**src/sv/bdr_pkg.sv**
```systemverilog
// Package for the button debounce / autorepeat block.
// Widths, register codes, reset values and shared config structs.
// No dependencies.
`default_nettype none

package bdr_pkg;

  localparam int NumChannels   = 9;
  localparam int RawW          = 5;
  localparam int AxisW         = 12;
  localparam int StepW         = 8;
  localparam int TimeW         = 10;
  localparam int HoldW         = 11;
  localparam int CfgIdxW       = 3;
  localparam int CfgDataW      = 12;
  localparam int InTdataW      = 32;
  localparam int OutTdataW     = 24;

  localparam int DefNumButtons   = 5;
  localparam int DefPressedLevel = 10;

  localparam logic [HoldW-1:0] HoldMax = 11'h7FF;

  localparam int BitRight = 5;
  localparam int BitLeft  = 6;
  localparam int BitUp    = 7;
  localparam int BitDown  = 8;

  localparam logic [StepW-1:0] RstIncStep        = 8'd1;
  localparam logic [StepW-1:0] RstDecStep        = 8'd1;
  localparam logic [AxisW-1:0] RstUpperPress     = 12'd3000;
  localparam logic [AxisW-1:0] RstUpperRelease   = 12'd2500;
  localparam logic [AxisW-1:0] RstLowerPress     = 12'd1000;
  localparam logic [AxisW-1:0] RstLowerRelease   = 12'd1500;
  localparam logic [TimeW-1:0] RstRepeatFirst    = 10'd100;
  localparam logic [TimeW-1:0] RstRepeatInterval = 10'd10;

  typedef enum logic [CfgIdxW-1:0] {
    REG_INC_STEP        = 3'd0,
    REG_DEC_STEP        = 3'd1,
    REG_UPPER_PRESS     = 3'd2,
    REG_UPPER_RELEASE   = 3'd3,
    REG_LOWER_PRESS     = 3'd4,
    REG_LOWER_RELEASE   = 3'd5,
    REG_REPEAT_FIRST    = 3'd6,
    REG_REPEAT_INTERVAL = 3'd7
  } cfg_reg_e;

  typedef struct packed {
    logic [AxisW-1:0] upper_press;
    logic [AxisW-1:0] upper_release;
    logic [AxisW-1:0] lower_press;
    logic [AxisW-1:0] lower_release;
  } bdr_thresh_t;

  typedef struct packed {
    logic [TimeW-1:0] first_ticks;
    logic [TimeW-1:0] interval;
  } bdr_repeat_cfg_t;

endpackage

`default_nettype wire

```
**src/sv/bdr_integrator.sv**
```systemverilog
// One button lane: up/down integrator with clamp and set/clear decision.
// Depends on bdr_pkg.
`default_nettype none

module bdr_integrator import bdr_pkg::*; #(
  parameter int PRESSED_LEVEL = DefPressedLevel
) (
  input  wire logic             clk_i,
  input  wire logic             rst_ni,
  input  wire logic             en_i,
  input  wire logic             raw_i,
  input  wire logic             old_i,
  input  wire logic [StepW-1:0] inc_step_i,
  input  wire logic [StepW-1:0] dec_step_i,
  output logic                  bit_o
);

  localparam logic [StepW-1:0] Top = StepW'(PRESSED_LEVEL);

  logic [StepW-1:0] level_q, level_d;
  logic [StepW:0]   sum;

  assign sum = {1'b0, level_q} + {1'b0, inc_step_i};

  always_comb begin
    level_d = level_q;
    bit_o   = old_i;
    if (raw_i) begin
      if (sum >= {1'b0, Top}) begin
        level_d = Top;
        bit_o   = 1'b1;
      end else begin
        level_d = sum[StepW-1:0];
      end
    end else if (level_q <= dec_step_i) begin
      level_d = '0;
      bit_o   = 1'b0;
    end else begin
      level_d = level_q - dec_step_i;
    end
  end

  always_ff @(posedge clk_i or negedge rst_ni) begin
    if (!rst_ni) begin
      level_q <= '0;
    end else if (en_i) begin
      level_q <= level_d;
    end
  end

endmodule

`default_nettype wire

```
**src/sv/bdr_axis.sv**
```systemverilog
// One joystick axis lane: press/release hysteresis for the high and low direction.
// Depends on bdr_pkg.
`default_nettype none

module bdr_axis import bdr_pkg::*; (
  input  wire logic [AxisW-1:0] sample_i,
  input  wire bdr_thresh_t      thresh_i,
  input  wire logic             old_hi_i,
  input  wire logic             old_lo_i,
  output logic                  hi_o,
  output logic                  lo_o
);

  // release is tested last so it wins when both thresholds apply
  always_comb begin
    hi_o = old_hi_i;
    lo_o = old_lo_i;
    if (sample_i > thresh_i.upper_press)   hi_o = 1'b1;
    if (sample_i < thresh_i.upper_release) hi_o = 1'b0;
    if (sample_i < thresh_i.lower_press)   lo_o = 1'b1;
    if (sample_i > thresh_i.lower_release) lo_o = 1'b0;
  end

endmodule

`default_nettype wire

```
**src/sv/bdr_repeat.sv**
```systemverilog
// One autorepeat lane: saturating hold counter and repeat pulse.
// Depends on bdr_pkg.
`default_nettype none

module bdr_repeat import bdr_pkg::*; (
  input  wire logic            clk_i,
  input  wire logic            rst_ni,
  input  wire logic            en_i,
  input  wire logic            bit_i,
  input  wire bdr_repeat_cfg_t cfg_i,
  output logic                 pulse_o
);

  logic [HoldW-1:0] cnt_q, cnt_d, cnt_inc, limit, first;

  assign first   = {1'b0, cfg_i.first_ticks};
  assign limit   = {1'b0, cfg_i.first_ticks} + {1'b0, cfg_i.interval};
  assign cnt_inc = (cnt_q == HoldMax) ? cnt_q : cnt_q + 1'b1;

  always_comb begin
    cnt_d   = '0;
    pulse_o = 1'b0;
    if (bit_i) begin
      if (cnt_inc >= limit) begin
        pulse_o = 1'b1;
        cnt_d   = first;
      end else begin
        pulse_o = (cnt_inc == first);
        cnt_d   = cnt_inc;
      end
    end
  end

  always_ff @(posedge clk_i or negedge rst_ni) begin
    if (!rst_ni) begin
      cnt_q <= '0;
    end else if (en_i) begin
      cnt_q <= cnt_d;
    end
  end

endmodule

`default_nettype wire

```
**src/sv/button_debounce_repeat.sv**
```systemverilog
// Top level: config registers, button/axis/repeat lanes, merge and output skid.
// Depends on bdr_pkg, bdr_integrator, bdr_axis, bdr_repeat.
`default_nettype none

// One word in gives one word out. Every lane (button integrators, axis
// comparators, hold counters) computes its result combinationally, so a word
// is accepted every clock while the skid is empty, and its result is loaded
// into the output register, or into a one-word skid behind it while a result
// waits there; s_axis_tready drops only when both are full. Config writes take
// effect at the next clock edge.
module button_debounce_repeat import bdr_pkg::*; #(
  parameter int NUM_BUTTONS   = DefNumButtons,
  parameter int PRESSED_LEVEL = DefPressedLevel
) (
  input  wire logic                 clk_i,
  input  wire logic                 rst_ni,
  input  wire logic                 cfg_we_i,
  input  wire logic [CfgIdxW-1:0]   cfg_idx_i,
  input  wire logic [CfgDataW-1:0]  cfg_wdata_i,
  input  wire logic                 s_axis_tvalid,
  output logic                      s_axis_tready,
  // raw_buttons[4:0], joystick_x[16:5], joystick_y[28:17], zero pad
  input  wire logic [InTdataW-1:0]  s_axis_tdata,
  output logic                      m_axis_tvalid,
  input  wire logic                 m_axis_tready,
  // debounced_state[8:0], press_events[17:9], zero pad
  output logic [OutTdataW-1:0]      m_axis_tdata
);

  localparam int ResW = 2 * NumChannels;

  logic [StepW-1:0] inc_step_q, dec_step_q;
  bdr_thresh_t      thresh_q;
  bdr_repeat_cfg_t  rep_cfg_q;

  always_ff @(posedge clk_i or negedge rst_ni) begin
    if (!rst_ni) begin
      inc_step_q              <= RstIncStep;
      dec_step_q              <= RstDecStep;
      thresh_q.upper_press    <= RstUpperPress;
      thresh_q.upper_release  <= RstUpperRelease;
      thresh_q.lower_press    <= RstLowerPress;
      thresh_q.lower_release  <= RstLowerRelease;
      rep_cfg_q.first_ticks   <= RstRepeatFirst;
      rep_cfg_q.interval      <= RstRepeatInterval;
    end else if (cfg_we_i) begin
      unique case (cfg_reg_e'(cfg_idx_i))
        REG_INC_STEP:        inc_step_q             <= cfg_wdata_i[StepW-1:0];
        REG_DEC_STEP:        dec_step_q             <= cfg_wdata_i[StepW-1:0];
        REG_UPPER_PRESS:     thresh_q.upper_press   <= cfg_wdata_i[AxisW-1:0];
        REG_UPPER_RELEASE:   thresh_q.upper_release <= cfg_wdata_i[AxisW-1:0];
        REG_LOWER_PRESS:     thresh_q.lower_press   <= cfg_wdata_i[AxisW-1:0];
        REG_LOWER_RELEASE:   thresh_q.lower_release <= cfg_wdata_i[AxisW-1:0];
        REG_REPEAT_FIRST:    rep_cfg_q.first_ticks  <= cfg_wdata_i[TimeW-1:0];
        REG_REPEAT_INTERVAL: rep_cfg_q.interval     <= cfg_wdata_i[TimeW-1:0];
        default: ;
      endcase
    end
  end

  logic                   acc;
  logic [RawW-1:0]        raw;
  logic [AxisW-1:0]       jx, jy;
  logic [NumChannels-1:0] state_q, state_d, rep_pulse, events;
  logic [ResW-1:0]        res;

  assign acc = s_axis_tvalid && s_axis_tready;
  assign raw = s_axis_tdata[RawW-1:0];
  assign jx  = s_axis_tdata[RawW+AxisW-1:RawW];
  assign jy  = s_axis_tdata[RawW+2*AxisW-1:RawW+AxisW];

  for (genvar i = 0; i < RawW; i++) begin : g_btn
    if (i < NUM_BUTTONS) begin : g_on
      bdr_integrator #(.PRESSED_LEVEL(PRESSED_LEVEL)) u_int (
        .clk_i      (clk_i),
        .rst_ni     (rst_ni),
        .en_i       (acc),
        .raw_i      (raw[i]),
        .old_i      (state_q[i]),
        .inc_step_i (inc_step_q),
        .dec_step_i (dec_step_q),
        .bit_o      (state_d[i])
      );
    end else begin : g_off
      assign state_d[i] = 1'b0;
    end
  end

  bdr_axis u_axis_x (
    .sample_i (jx),
    .thresh_i (thresh_q),
    .old_hi_i (state_q[BitRight]),
    .old_lo_i (state_q[BitLeft]),
    .hi_o     (state_d[BitRight]),
    .lo_o     (state_d[BitLeft])
  );

  bdr_axis u_axis_y (
    .sample_i (jy),
    .thresh_i (thresh_q),
    .old_hi_i (state_q[BitUp]),
    .old_lo_i (state_q[BitDown]),
    .hi_o     (state_d[BitUp]),
    .lo_o     (state_d[BitDown])
  );

  for (genvar c = 0; c < NumChannels; c++) begin : g_rep
    bdr_repeat u_rep (
      .clk_i   (clk_i),
      .rst_ni  (rst_ni),
      .en_i    (acc),
      .bit_i   (state_d[c]),
      .cfg_i   (rep_cfg_q),
      .pulse_o (rep_pulse[c])
    );
  end

  // merge: rising edges against the pre-tick state, ORed with repeat pulses
  assign events = (~state_q & state_d) | rep_pulse;
  assign res    = {events, state_d};

  always_ff @(posedge clk_i or negedge rst_ni) begin
    if (!rst_ni) begin
      state_q <= '0;
    end else if (acc) begin
      state_q <= state_d;
    end
  end

  // output register plus skid
  logic            out_v_q, skid_v_q, out_load;
  logic [ResW-1:0] out_q, skid_q;

  assign out_load      = !out_v_q || m_axis_tready;
  assign s_axis_tready = !skid_v_q;

  always_ff @(posedge clk_i or negedge rst_ni) begin
    if (!rst_ni) begin
      out_v_q  <= 1'b0;
      skid_v_q <= 1'b0;
    end else if (out_load) begin
      out_v_q  <= skid_v_q || acc;
      skid_v_q <= 1'b0;
    end else if (acc) begin
      skid_v_q <= 1'b1;
    end
  end

  always_ff @(posedge clk_i) begin
    if (out_load) begin
      if (skid_v_q) begin
        out_q <= skid_q;
      end else if (acc) begin
        out_q <= res;
      end
    end else if (acc) begin
      skid_q <= res;
    end
  end

  assign m_axis_tvalid = out_v_q;
  assign m_axis_tdata  = {{(OutTdataW-ResW){1'b0}}, out_q};

endmodule

`default_nettype wire

```
**config.mk**
```make
export PLATFORM = sky130hd
export DESIGN_NAME = button_debounce_repeat
export DESIGN_NICKNAME = d
export VERILOG_FILES = /design/src/sv/bdr_pkg.sv /design/src/sv/bdr_integrator.sv /design/src/sv/bdr_axis.sv /design/src/sv/bdr_repeat.sv /design/src/sv/button_debounce_repeat.sv
export SDC_FILE = /design/constraint.sdc
export NUM_CORES = 1
export LEC_CHECK = 0
export BUFFER_PORTS_ARGS = -buffer_cell sky130_fd_sc_hd__buf_2
export CORE_AREA = 2 2 226 228
export DETAILED_ROUTE_END_ITERATION = 6
export DIE_AREA = 0 0 228 230
export PLACE_DENSITY = 0.72
export SYNTH_ARGS = -nofsm -noshare
export SYNTH_HDL_FRONTEND = slang
export SYNTH_HIERARCHICAL = 1
export SYNTH_SLANG_ARGS = --single-unit
```
**constraint.sdc**
```tcl
create_clock -name clk_i -period 6.6 [get_ports clk_i]
set_input_delay 1.98 -clock clk_i [delete_from_list [all_inputs] [get_ports clk_i]]
set_output_delay 1.98 -clock clk_i [all_outputs]
set_load 0.05 [all_outputs]
```
Word-level counts from Yosys, hierarchy flattened
Index checks and enable logic that the tools add are counted.
{"block": "totals", "ff_bits": 270, "in_bits": 52, "out_inout_bits": 26, "word_cells": 208}
{"block": "op_classes", "add_sub_neg": 20, "order_cmp": 27, "n_eq_ne": 25, "mux": 87, "bitwise": 4, "reduce_logical": 18}
{"cell": "$mux 11", "count": 27}
{"cell": "$mux 8", "count": 15}
{"cell": "$add 11x1->11 const B", "count": 9}
{"cell": "$eq 11x10->1", "count": 9}
{"cell": "$eq 11x11->1 const B", "count": 9}
{"cell": "$ge 11x11->1", "count": 9}
{"cell": "$gt 12x12->1", "count": 4}
{"cell": "$lt 12x12->1", "count": 4}
{"cell": "$add 8x8->9", "count": 5}
{"cell": "$ge 9x4->1 const B", "count": 5}
{"cell": "$mux 1", "count": 43}
{"cell": "$le 8x8->1", "count": 5}
{"cell": "$sub 8x8->8", "count": 5}
{"cell": "$mux 18", "count": 2}
{"cell": "$reduce_and 2->1", "count": 10}
{"cell": "$eq 3x3->1 const B", "count": 4}
{"cell": "$add 10x10->11", "count": 1}
{"cell": "$and 9x9->9", "count": 1}
{"cell": "$not 9->9", "count": 1}
{"cell": "$or 9x9->9", "count": 1}
{"cell": "$eq 3x2->1 const B", "count": 2}
{"cell": "$reduce_bool 2->1", "count": 2}
{"cell": "$eq 3x1->1 const B", "count": 1}
{"cell": "$logic_not 3->1", "count": 1}
{"cell": "other kinds (4)", "count": 6}

Depth between registers and ports, before layout
{"block": "depth", "depth_word": 8, "depth_mapped": 16}

By module
Netlist, hierarchy kept.
{"mod": "bdr_repeat at g_rep[2].u_rep ...", "n_inst": 7, "cells_each": 212, "area_per_inst_um2": 1702.9, "seq_area_each_um2": 275.3}
{"mod": "button_debounce_repeat", "n_inst": 1, "cells_each": 306, "area_per_inst_um2": 5154.9, "seq_area_each_um2": 3498.4}
{"mod": "bdr_repeat at g_rep[0].u_rep ...", "n_inst": 2, "cells_each": 213, "area_per_inst_um2": 1710.4, "seq_area_each_um2": 275.3}
{"mod": "bdr_integrator at g_btn[1].g_on.u_int ...", "n_inst": 3, "cells_each": 124, "area_per_inst_um2": 1099.8, "seq_area_each_um2": 200.2}
{"mod": "bdr_axis", "n_inst": 2, "cells_each": 158, "area_per_inst_um2": 1156.1, "seq_area_each_um2": 0.0}
{"mod": "bdr_integrator at g_btn[4].g_on.u_int", "n_inst": 1, "cells_each": 125, "area_per_inst_um2": 1098.6, "seq_area_each_um2": 200.2}
{"mod": "bdr_integrator at g_btn[0].g_on.u_int", "n_inst": 1, "cells_each": 131, "area_per_inst_um2": 1091.0, "seq_area_each_um2": 200.2}

Worst setup path after synthesis
Ideal clock, no wire load.
{"block": "synth_path", "path_kind": "input-to-reg", "start": "input s_axis_tdata[6]", "end": "register out_q[15], data pin", "setup_time_ns": 0.132, "arrival_ns": 4.288, "required_time_ns": 6.468, "setup_slack_ns": 2.180, "path_stages": 12, "path_cell_list": "ha_1 nor2b_1 o211ai_1 a211oi_1 a2111o_1 a21oi_1 inv_1 a2111oi_0 o21ai_0 nand4b_1 o31ai_1 o31a_1"}
{"block": "synth_via", "elab_chain_len": 7, "elab_cells_between_ends": 9}
{"item": "start: declaration", "line_no": "button_debounce_repeat.sv:23", "source": "input wire logic [InTdataW-1:0] s_axis_tdata,"}
{"item": "$lt 12x12->1", "line_no": "bdr_axis.sv:20", "source": "if (sample_i < thresh_i.lower_press) lo_o = 1'b1;"}
{"item": "$mux 1", "line_no": "bdr_axis.sv:20"}
{"item": "$mux 1 (*)", "line_no": "bdr_axis.sv:21", "source": "if (sample_i > thresh_i.lower_release) lo_o = 1'b0;"}
{"item": "named net res[6]", "line_no": "button_debounce_repeat.sv:65", "source": "logic [ResW-1:0] res;"}
{"item": "$mux 1 (*)", "line_no": "bdr_repeat.sv:23", "source": "if (bit_i) begin"}
{"item": "named net rep_pulse[6]", "line_no": "button_debounce_repeat.sv:64", "source": "logic [NumChannels-1:0] state_q, state_d, rep_pulse, events;"}
{"item": "$or 9x9->9 (*)", "line_no": "button_debounce_repeat.sv:119", "source": "assign events = (~state_q & state_d) | rep_pulse;"}
{"item": "$mux 18 (*)", "line_no": "button_debounce_repeat.sv:153", "source": "end else if (acc) begin"}
{"item": "$mux 18 (*)", "line_no": "button_debounce_repeat.sv:151", "source": "if (skid_v_q) begin"}
{"item": "end signal: assignment", "line_no": "button_debounce_repeat.sv:152", "source": "out_q <= skid_q;"}
{"item": "end signal: assignment", "line_no": "button_debounce_repeat.sv:154", "source": "out_q <= res;"}
{"item": "end: declaration", "line_no": "button_debounce_repeat.sv:132", "source": "logic [ResW-1:0] out_q, skid_q;"}
The timed path passes the listed nets; every way through them passes the cells marked *. The select of a mux whose other input is x is not followed.
A chain may end at the register's enable or synchronous reset.

Worst setup path after layout
Ends and elaborated chain as after synthesis.

==> impl_results.md <==
- Detail Route Antenna Nets: 0
- Largest net degree at the start of global routing: 114
- Final setup skew: 0.01398 ns
- Critical-path maximum fanout: 4
- Initial DRC Count: 2047
- Unique masters post-synth: 98
- ANT cells: 0
- Clock Power Share: 20.1%
- Sequential element share of the synthesized area: 24.66%
- CTS max path bufs: 3
- Average wire per standard cell: 20.68 um
- Die area: 0.05244 mm^2
- Post-route insts no fill: 3905
- RSZ-0062 raised after global routing: false
- Yosys synthesis warning count: 6
- Final GP Congestion: 0.9427
- Path type of the worst min-delay path: reg -> reg
- Vias: 25358
- Synth Register Bits: 270
- Pins Over Slew Limit: 0
- Post-synth ARST share: 86.67%
- Sum Neg Setup Slack: 0 ns
- First-pass GRT wire length: 129900 um
- Final Critical Period: 5.034 ns
- Seq pwr share: 26.6%
- Post-Place Setup Slack: 1.189 ns
- Fin crit share: 76.28%
- Worst-Skew Late Latency: 0.55 ns
- Filler cell count: 4312
- Area grow syn2layout: 6.902%
- Critical Path Sink Type: register
- Post_cts resized: 0
- Total Wirelength: 80770 um
- Startpoint types: primary input
- Int Power: 5568 uW
- CTS Hold Buffers Added: 0
- Synth area leaders: dfrtp_1 (18%), ha_1 (16%), mux2_2 (4.8%)
- Share of post-route cells with drive strength above 1: 13.33%
- Number of buffers created by CTS: 35
- Row cnt: 82
- Fin util: 60.67%
- Die width: 228 um
- Crit path kind: in -> reg
- Static Leakage: 0.01368 uW
- Root buf cell: clkbuf_16
- Critical path required time: 7.01 ns
- Initial core utilization: 56.75%
- Final Hold Fails: 0
- Net count, final: 3648
- Via/cell ratio: 6.494
- Syn_area_per_cell: 8.955 um^2
- Failing checks: DRC
- Synthesized area: 0.02830 mm^2
- H-tree depth: 2
- TritonCTS clock tree: yes
- CTS sink cnt: 270
- Setup WS post-layout: 1.566 ns
- Share of Yosys cell area claimed by the top area cell type: 17.86%
- GRT Resource Usage Total: 30.35%
- Gr ovfl total: 0
- Setup Viol. Count Final: 0
- Status: finished with violations
- NetSw: 4401 uW
- Sw frac: 44.14%
- I/O pin count: 78
- Inst Count DP: 3842
- Primary FF master, synth: dfrtp_1
- Area of the multi-input gates: 0.01959 mm^2
- FMAX: 198.6 MHz
- Pin slew with the least headroom to its limit: 1.244 ns
- Setup Buffers After CTS: 0
- Post-synth top area cell: dfrtp_1
- Combinational fraction of design power: 53.4%
- Relative slew margins: 16.68%
- Peak VDD IR: 0.0002235 V
- DRT Pass-1 Iters: 7
- PortBufs: 68
- Power per cell area: 329.6 mW/mm^2
- Gate Count Post-Synth: 3160
- EDFF count, synth: 36
- DRC Markers: 3
- Crit path DAT: 5.45 ns
- DP Wirelength: 57120 um
- Max Cap Viol: 0
- Initial antenna violation count: 0
- Core area: 0.04986 mm^2
- CTS clk-pin slew, worst paths: 0.06 ns
- Vias in the first global route: 25036
- Die height: 230 um
- FF+latch area: 0.006978 mm^2
==> sequential cells by signal (all words and copies together), names as in the netlist <==
register                  cells
g_rep.u_rep/cnt_q            99
thresh_q                     48
g_btn.g_on.u_int/level_q     40
rep_cfg_q                    20
out_q                        18
skid_q                       18
state_q                       9
dec_step_q                    8
inc_step_q                    8
m_axis_tvalid                 1
skid_v_q                      1
==> area by class of cell <==
cell class,count,area share (%)
inverter,284,3.532
clock buffer,45,3.193
timing repair buffer,100,1.994
multi-input combinational,2516,64.77
tap,672,2.779
sequential,270,23.07
clock inverter,18,0.6618
==> synthesized netlist by cell type (73+ instances only) <==
cell,instances
inv_1,277
xnor2_1,136
nand2_1,202
a21oi_1,204
ha_1,370
nand3_1,117
mux2_2,120
dfrtp_1,202
nor2_1,149
nor2b_1,73
o21ai_0,141
==> metal layers <==
metal | vias up | wire (um) | track usage, % | share of wire, %
li1 | 11901 | - | - | -
met1 | 12156 | 33790 | 38.78 | 42
met2 | 1026 | 37340 | 50.72 | 46
met3 | 275 | 5817 | 4.501 | 7.2
met4 | 0 | 3812 | 14.07 | 4.7
met5 | - | 0 | 0 | 0
==> final timing paths <==
check | cells past startpoint | startpoint | to | slack (ns)
worst max register to register | 12 | inc_step_q[1] | out_q[10] | 1.76
worst max-delay path | 13 | s_axis_tdata[6] | out_q[15] | 1.57
max in group asynchronous | 2 | rst_ni | g_btn[3].g_on.u_int/level_q[6] | 4.01
min in group asynchronous | 1 | rst_ni | g_rep[6].u_rep/cnt_q[0] | 1.40
worst min register to register | 1 | rep_cfg_q[17] | rep_cfg_q[17] | 0.53
worst min-delay path | 1 | rep_cfg_q[17] | rep_cfg_q[17] | 0.53
==> critical path: stages <==
cell and delay [ns]:
buf_2 0.13, ha_1 0.30, nor2b_1 0.13, o211ai_1 0.15, a211oi_1 0.09, a2111o_1 0.39, a21oi_1 0.55, inv_1 0.16
a2111oi_0 0.37, o21ai_0 0.13, nand4b_1 0.21, o31ai_1 0.60, o31a_1 0.22
==> kinds of logic (layout without fill, tap and decap cells) <==
logic type | after synthesis | after routing | share of synthesized area, %
compound gates | 858 | 858 | 21.52
xor+xnor | 208 | 208 | 6.438
fa+ha+maj | 389 | 389 | 17.70
buf+inv | 379 | 447 | 6.186
flops | 270 | 270 | 24.66
mux | 138 | 138 | 5.412
other cells | 1 | 6 | 0.01325
simple gates | 917 | 917 | 18.08
==> cells in the final DEF, fill, tap and decap left out, drive strengths merged, types with 73 or more instances in the layout <==
master	netlist	layout
ha	370	370
inv	277	278
a21oi	204	204
nand2	202	202
dfrtp	202	202
o21ai	157	157
nor2	149	149
xnor2	136	136
mux2	120	120
nand3	117	117
buf	52	100
nor3	75	75
nor2b	73	73
==> power groups by stage <==
stage	clock network, uW	logic, uW	registers, uW
after floorplan	0	4170	2420
after global placement	0	4960	2640
after detailed placement	0	5230	2650
after CTS	2040	5260	2630
after global routing	2100	5970	2680
final	2000	5320	2650
==> per-stage QoR <==
stage / total power [uW] / instance area, um^2 / hold slack [ns]
2_1_floorplan: 6593 / 28320 / 0.4844
3_3_place_gp: 7599 / 29080 / 0.4906
3_5_place_dp: 7883 / 29080 / 0.5126
4_1_cts: 9932 / 30250 / 0.5321
5_1_grt: 10750 / 30250 / 0.5358
6_report: 9969 / 30250 / 0.5300
Note: power is estimated with default switching activity, not from simulation.
